[src/tbp_pkg.sv]
// Shared constants and types for the token bucket policer.
// No dependencies; every other file refers to this package by scoped name.
`default_nettype none
package tbp_pkg;

  localparam int NUM_USERS = 256;
  localparam int FRAC_BITS = 16;

  localparam int USER_IN_W = 8;
  localparam int USER_W    = $clog2(NUM_USERS);
  localparam int TIME_W    = 48;
  localparam int CAP_W     = 16;
  localparam int RATE_W    = 32;
  localparam int LVL_W     = CAP_W + FRAC_BITS;
  localparam int PROD_W    = LVL_W + RATE_W;
  localparam int ENTRY_W   = TIME_W + LVL_W;

  localparam int CFG_ADDR_W = 4;
  localparam int CFG_DATA_W = 32;

  localparam logic [CFG_ADDR_W-1:0] REG_BUCKET_CAPACITY = CFG_ADDR_W'(0);
  localparam logic [CFG_ADDR_W-1:0] REG_REFILL_RATE     = CFG_ADDR_W'(1);

  localparam logic [CAP_W-1:0]  CAP_RESET  = CAP_W'(5);
  localparam logic [RATE_W-1:0] RATE_RESET = RATE_W'(33);

  localparam logic [LVL_W-1:0] ONE_TOKEN = LVL_W'(1) << FRAC_BITS;

  typedef enum logic [3:0] {
    S_IDLE = 4'b0001,
    S_ELAP = 4'b0010,
    S_MUL  = 4'b0100,
    S_UPD  = 4'b1000
  } state_t;

  typedef struct packed {
    logic elap_en;
    logic mul_en;
  } dp_ctrl_t;

endpackage
`default_nettype wire

[src/tbp_refill.sv]
// Refill datapath: elapsed time, refill product, saturation and token take.
// Two registered stages plus the final update logic. Depends on tbp_pkg.
`default_nettype none
module tbp_refill (
  input  wire                          clk,
  input  wire  tbp_pkg::dp_ctrl_t      ctrl,
  input  wire                          first_seen,
  input  wire  [tbp_pkg::LVL_W-1:0]    level_rd,
  input  wire  [tbp_pkg::TIME_W-1:0]   time_rd,
  input  wire  [tbp_pkg::TIME_W-1:0]   now,
  input  wire  [tbp_pkg::CAP_W-1:0]    capacity,
  input  wire  [tbp_pkg::RATE_W-1:0]   rate,
  output logic [tbp_pkg::LVL_W-1:0]    level_new,
  output logic                         allowed
);

  logic [tbp_pkg::LVL_W-1:0]  cap_q;
  logic [tbp_pkg::TIME_W-1:0] elapsed;
  logic [tbp_pkg::LVL_W-1:0]  base_nxt;
  logic                       big_nxt;

  logic [tbp_pkg::LVL_W-1:0]  elap_r;
  logic                       big_r;
  logic [tbp_pkg::LVL_W-1:0]  base_r;
  logic [tbp_pkg::PROD_W-1:0] prod_r;
  logic                       sat_r;

  logic [tbp_pkg::PROD_W-1:0] sum;
  logic [tbp_pkg::LVL_W-1:0]  capped;

  assign cap_q = {capacity, {tbp_pkg::FRAC_BITS{1'b0}}};

  always_comb begin
    if (first_seen || (now < time_rd)) begin
      elapsed = '0;
    end else begin
      elapsed = now - time_rd;
    end
    big_nxt = (|elapsed[tbp_pkg::TIME_W-1:tbp_pkg::LVL_W]) && (|rate);
    if (first_seen || (level_rd > cap_q)) begin
      base_nxt = cap_q;
    end else begin
      base_nxt = level_rd;
    end
  end

  always_ff @(posedge clk) begin
    if (ctrl.elap_en) begin
      elap_r <= elapsed[tbp_pkg::LVL_W-1:0];
      big_r  <= big_nxt;
      base_r <= base_nxt;
    end
    if (ctrl.mul_en) begin
      prod_r <= tbp_pkg::PROD_W'(elap_r) * tbp_pkg::PROD_W'(rate);
      sat_r  <= big_r;
    end
  end

  always_comb begin
    sum = prod_r + tbp_pkg::PROD_W'(base_r);
    if (sat_r || (sum > tbp_pkg::PROD_W'(cap_q))) begin
      capped = cap_q;
    end else begin
      capped = sum[tbp_pkg::LVL_W-1:0];
    end
    allowed = (capped >= tbp_pkg::ONE_TOKEN);
    if (allowed) begin
      level_new = capped - tbp_pkg::ONE_TOKEN;
    end else begin
      level_new = capped;
    end
  end

endmodule
`default_nettype wire

[config.mk]
export PLATFORM = sky130hd
export DESIGN_NAME = tbp_refill
export DESIGN_NICKNAME = d
export VERILOG_FILES = /design/src/tbp_pkg.sv /design/src/tbp_refill.sv
export SDC_FILE = /design/constraint.sdc
export NUM_CORES = 2
export LEC_CHECK = 0
export ABC_AREA = 1
export BUFFER_PORTS_ARGS = -buffer_cell sky130_fd_sc_hd__clkbuf_2
export CAP_MARGIN = 5
export CORE_UTILIZATION = 34
export CTS_BUF_LIST = sky130_fd_sc_hd__clkbuf_2 sky130_fd_sc_hd__clkbuf_4 sky130_fd_sc_hd__clkbuf_8
export DETAILED_ROUTE_END_ITERATION = 7
export PLACE_DENSITY = 0.61
export SETUP_SLACK_MARGIN = 0.5
export SLEW_MARGIN = 5
export SYNTH_ARGS = -nofsm -noshare
export SYNTH_HDL_FRONTEND = slang
export SYNTH_SLANG_ARGS = --single-unit
[constraint.sdc]
create_clock -name clk -period 14.1 [get_ports clk]
set_input_delay 2.82 -clock clk [delete_from_list [all_inputs] [get_ports clk]]
set_output_delay 2.82 -clock clk [all_outputs]
set_load 0.02 [all_outputs]
==> metrics.yaml <==
rr_worst_depth: 28
tns_ps: 0
clock_sinks: 130
setup_viol: 0
cp_data_required_time_ps: 14450
synthTopCellsByArea: "fa_1, inv_1, nand2_1"
synthArstFlopShare_pct: 0
postCtsHoldBufs: 0
port-buffer-count: 212
h-tree-depth: 4
cts_resized: 0
pre_cts_ws_ps: 2820
drive_above_1_share_pct: 5.55
cp_max_fo: 33
yosys_warnings: 0
yosysSeqAreaShare_pct: 8.09
post-route-drc-count: 0
slew_headroom_pct: 30.1
postCtsSetupBuffers: 0
netlist.area_leader.share_pct: 37.2
post-route-period-util_pct: 76.6
ant_nets: 0
dp_hpwl_um: 119000
ys_seq_elements: 130
end_kind: "register"
ys_types: 55
startpoint_type: "input port"
drtIter0Drc: 2657
holdPathStages: 0
ctsLongestPathBuffers: 2
hold_viol: 0
post_synth_inst_count: 6592
seq_area_um2: 3900
synth_edf_count: 130
ys.flop_type: "edfxtp_1"
syn_area_um2: 48300
root_buffer: "clkbuf_8"
routed_wl_um: 148000
rows: 137
syn-num-nets: 8047
grt_max_degree: 66
final_nets: 8073
die-height_um: 379
ios: 213
cts_tree: "done"
wl_per_cell_um: 17.4
clk_latency_ps: 600
drv_cap: 0
die_area_um2: 144000
start_util_pct: 34.4
antenna_found_initial: 8
vias_per_cell: 4.78
hp-class: "register to register"
avgSynthCellArea_um2: 7.32
worstMarginPinSlew_ps: 1050
grt_pass1_vias: 42500
fin_crit_ps: 10800
grt_pass1_wl_um: 234000
max_freq_ghz: 0.0926
grtUsageTotal_pct: 21.0
cts_buffers: 17
outcome: "finished, final reports clean"
vias: 40600
multi_input_area_um2: 35900
core_um2: 140000
synth_top_cell_by_area: "fa_1"
clkTransAtPathRegs_ps: 130
rsz0062_at_grt: "no"
first_pass_iters: 6
fin_skew_ps: 48.2
routabilityCongestion: 0.949
arrival_ps: 11140
die_width_um: 379
setup.worst_path.class: "input port to register"
area_delta_synth_final_pct: 6.57
overflow: 0
final_max_slew_viol_count: 0
fillers: 15000
worst_slack_ps: 3300
==> per-layer routing <==
layer / track usage (%) / up-vias / wire [um]
li1: - / 19100 / -
met1: 28.0 / 19700 / 63700
met2: 35.0 / 1584 / 68400
met3: 3.96 / 257 / 12300
met4: 5.26 / 8 / 3450
met5: 0 / - / 48
==> placed cells by master (no fill, tap or decap), types with 40 or more instances in the layout <==
| cell type | netlist | routed |
|---|---|---|
| clkbuf_2 | 0 | 210 |
| fa_1 | 898 | 898 |
| edfxtp_1 | 130 | 130 |
| ha_1 | 377 | 377 |
| inv_1 | 1977 | 1977 |
| nor2_1 | 353 | 353 |
| o21ai_0 | 66 | 66 |
| buf_4 | 0 | 40 |
| xor2_1 | 85 | 85 |
| nand3_1 | 124 | 124 |
| a21oi_1 | 221 | 221 |
| nand4_1 | 58 | 58 |
| nand2_1 | 1741 | 1741 |
==> critical path, cell delays in order <==
cell and delay [ps]:
clkbuf_2 760, nand2_1 110, inv_1 120, fa_1 480, inv_1 100, fa_1 430
fa_1 510, fa_1 550, inv_1 60, fa_1 490, inv_1 50, fa_1 520
inv_1 50, fa_1 480, inv_1 50, fa_1 490, inv_1 50, ha_1 380
nand2_1 90, o21ai_0 460, a21oi_1 160, inv_1 160, a21oi_1 110, o21ai_0 550
nand2_1 160, o21ai_0 340, a21oi_1 220, xnor2_1 360
==> cells by family after synthesis <==
group / Yosys count / share of synthesized area (%)
adders and majority gates: 1275 / 47.0
AOI/OAI and AO/OA: 415 / 4.86
buffers and inverters: 2237 / 17.5
DFF: 130 / 8.09
xor gates and xnor gates: 124 / 2.25
and+or+nand+nor: 2411 / 20.3
==> per-stage QoR <==
| step | hold slack [ps] | instances | instance area [um2] | utilization [%] |
|---|---|---|---|---|
| 2_1_floorplan | 400 | 6592 | 48300 | - |
| 3_3_place_gp | 423 | 8475 | 51000 | 36.4 |
| 3_5_place_dp | 428 | 8475 | 51000 | 36.4 |
| 4_1_cts | 460 | 8507 | 51400 | 36.7 |
| 5_1_grt | 476 | 8507 | 51400 | 36.7 |
| 6_report | 455 | 8511 | 51400 | 36.7 |
==> final timing paths <==
path | start | endpoint | slack [ps]
max | rate[3] | prod_r[43] | 3300
min | big_r | sat_r | 460
max reg2reg | elap_r[16] | prod_r[43] | 5470
min reg2reg | big_r | sat_r | 460
==> registers in the layout (all words and copies together), names as in the netlist <==
| signal | flops |
|---|---|
| prod_r | 64 |
| base_r | 32 |
| elap_r | 32 |
| big_r | 1 |
| sat_r | 1 |
==> area by class of cell <==
| class | count | share of cell area (%) |
|---|---|---|
| antenna | 4 | 0.0195 |
| multi-input combinational | 4225 | 69.8 |
| clock buffer | 17 | 0.455 |
| sequential | 130 | 7.59 |
| inverter | 1993 | 14.5 |
| clock inverter | 15 | 0.367 |
| timing repair buffer | 251 | 2.64 |
| tap | 1876 | 4.56 |
==> cells in the mapped netlist (58+ instances only) <==
master / number
inv_1: 1977
nand4_1: 58
nand3_1: 124
clkbuf_1: 225
o21ai_0: 66
ha_1: 377
a21oi_1: 221
nor2_1: 353
nand2_1: 1741
fa_1: 898
edfxtp_1: 130
xor2_1: 85
Power is left out: the tool's default activity adds up to more than one toggle a clock period on the data nets, which glitch-free logic cannot reach.
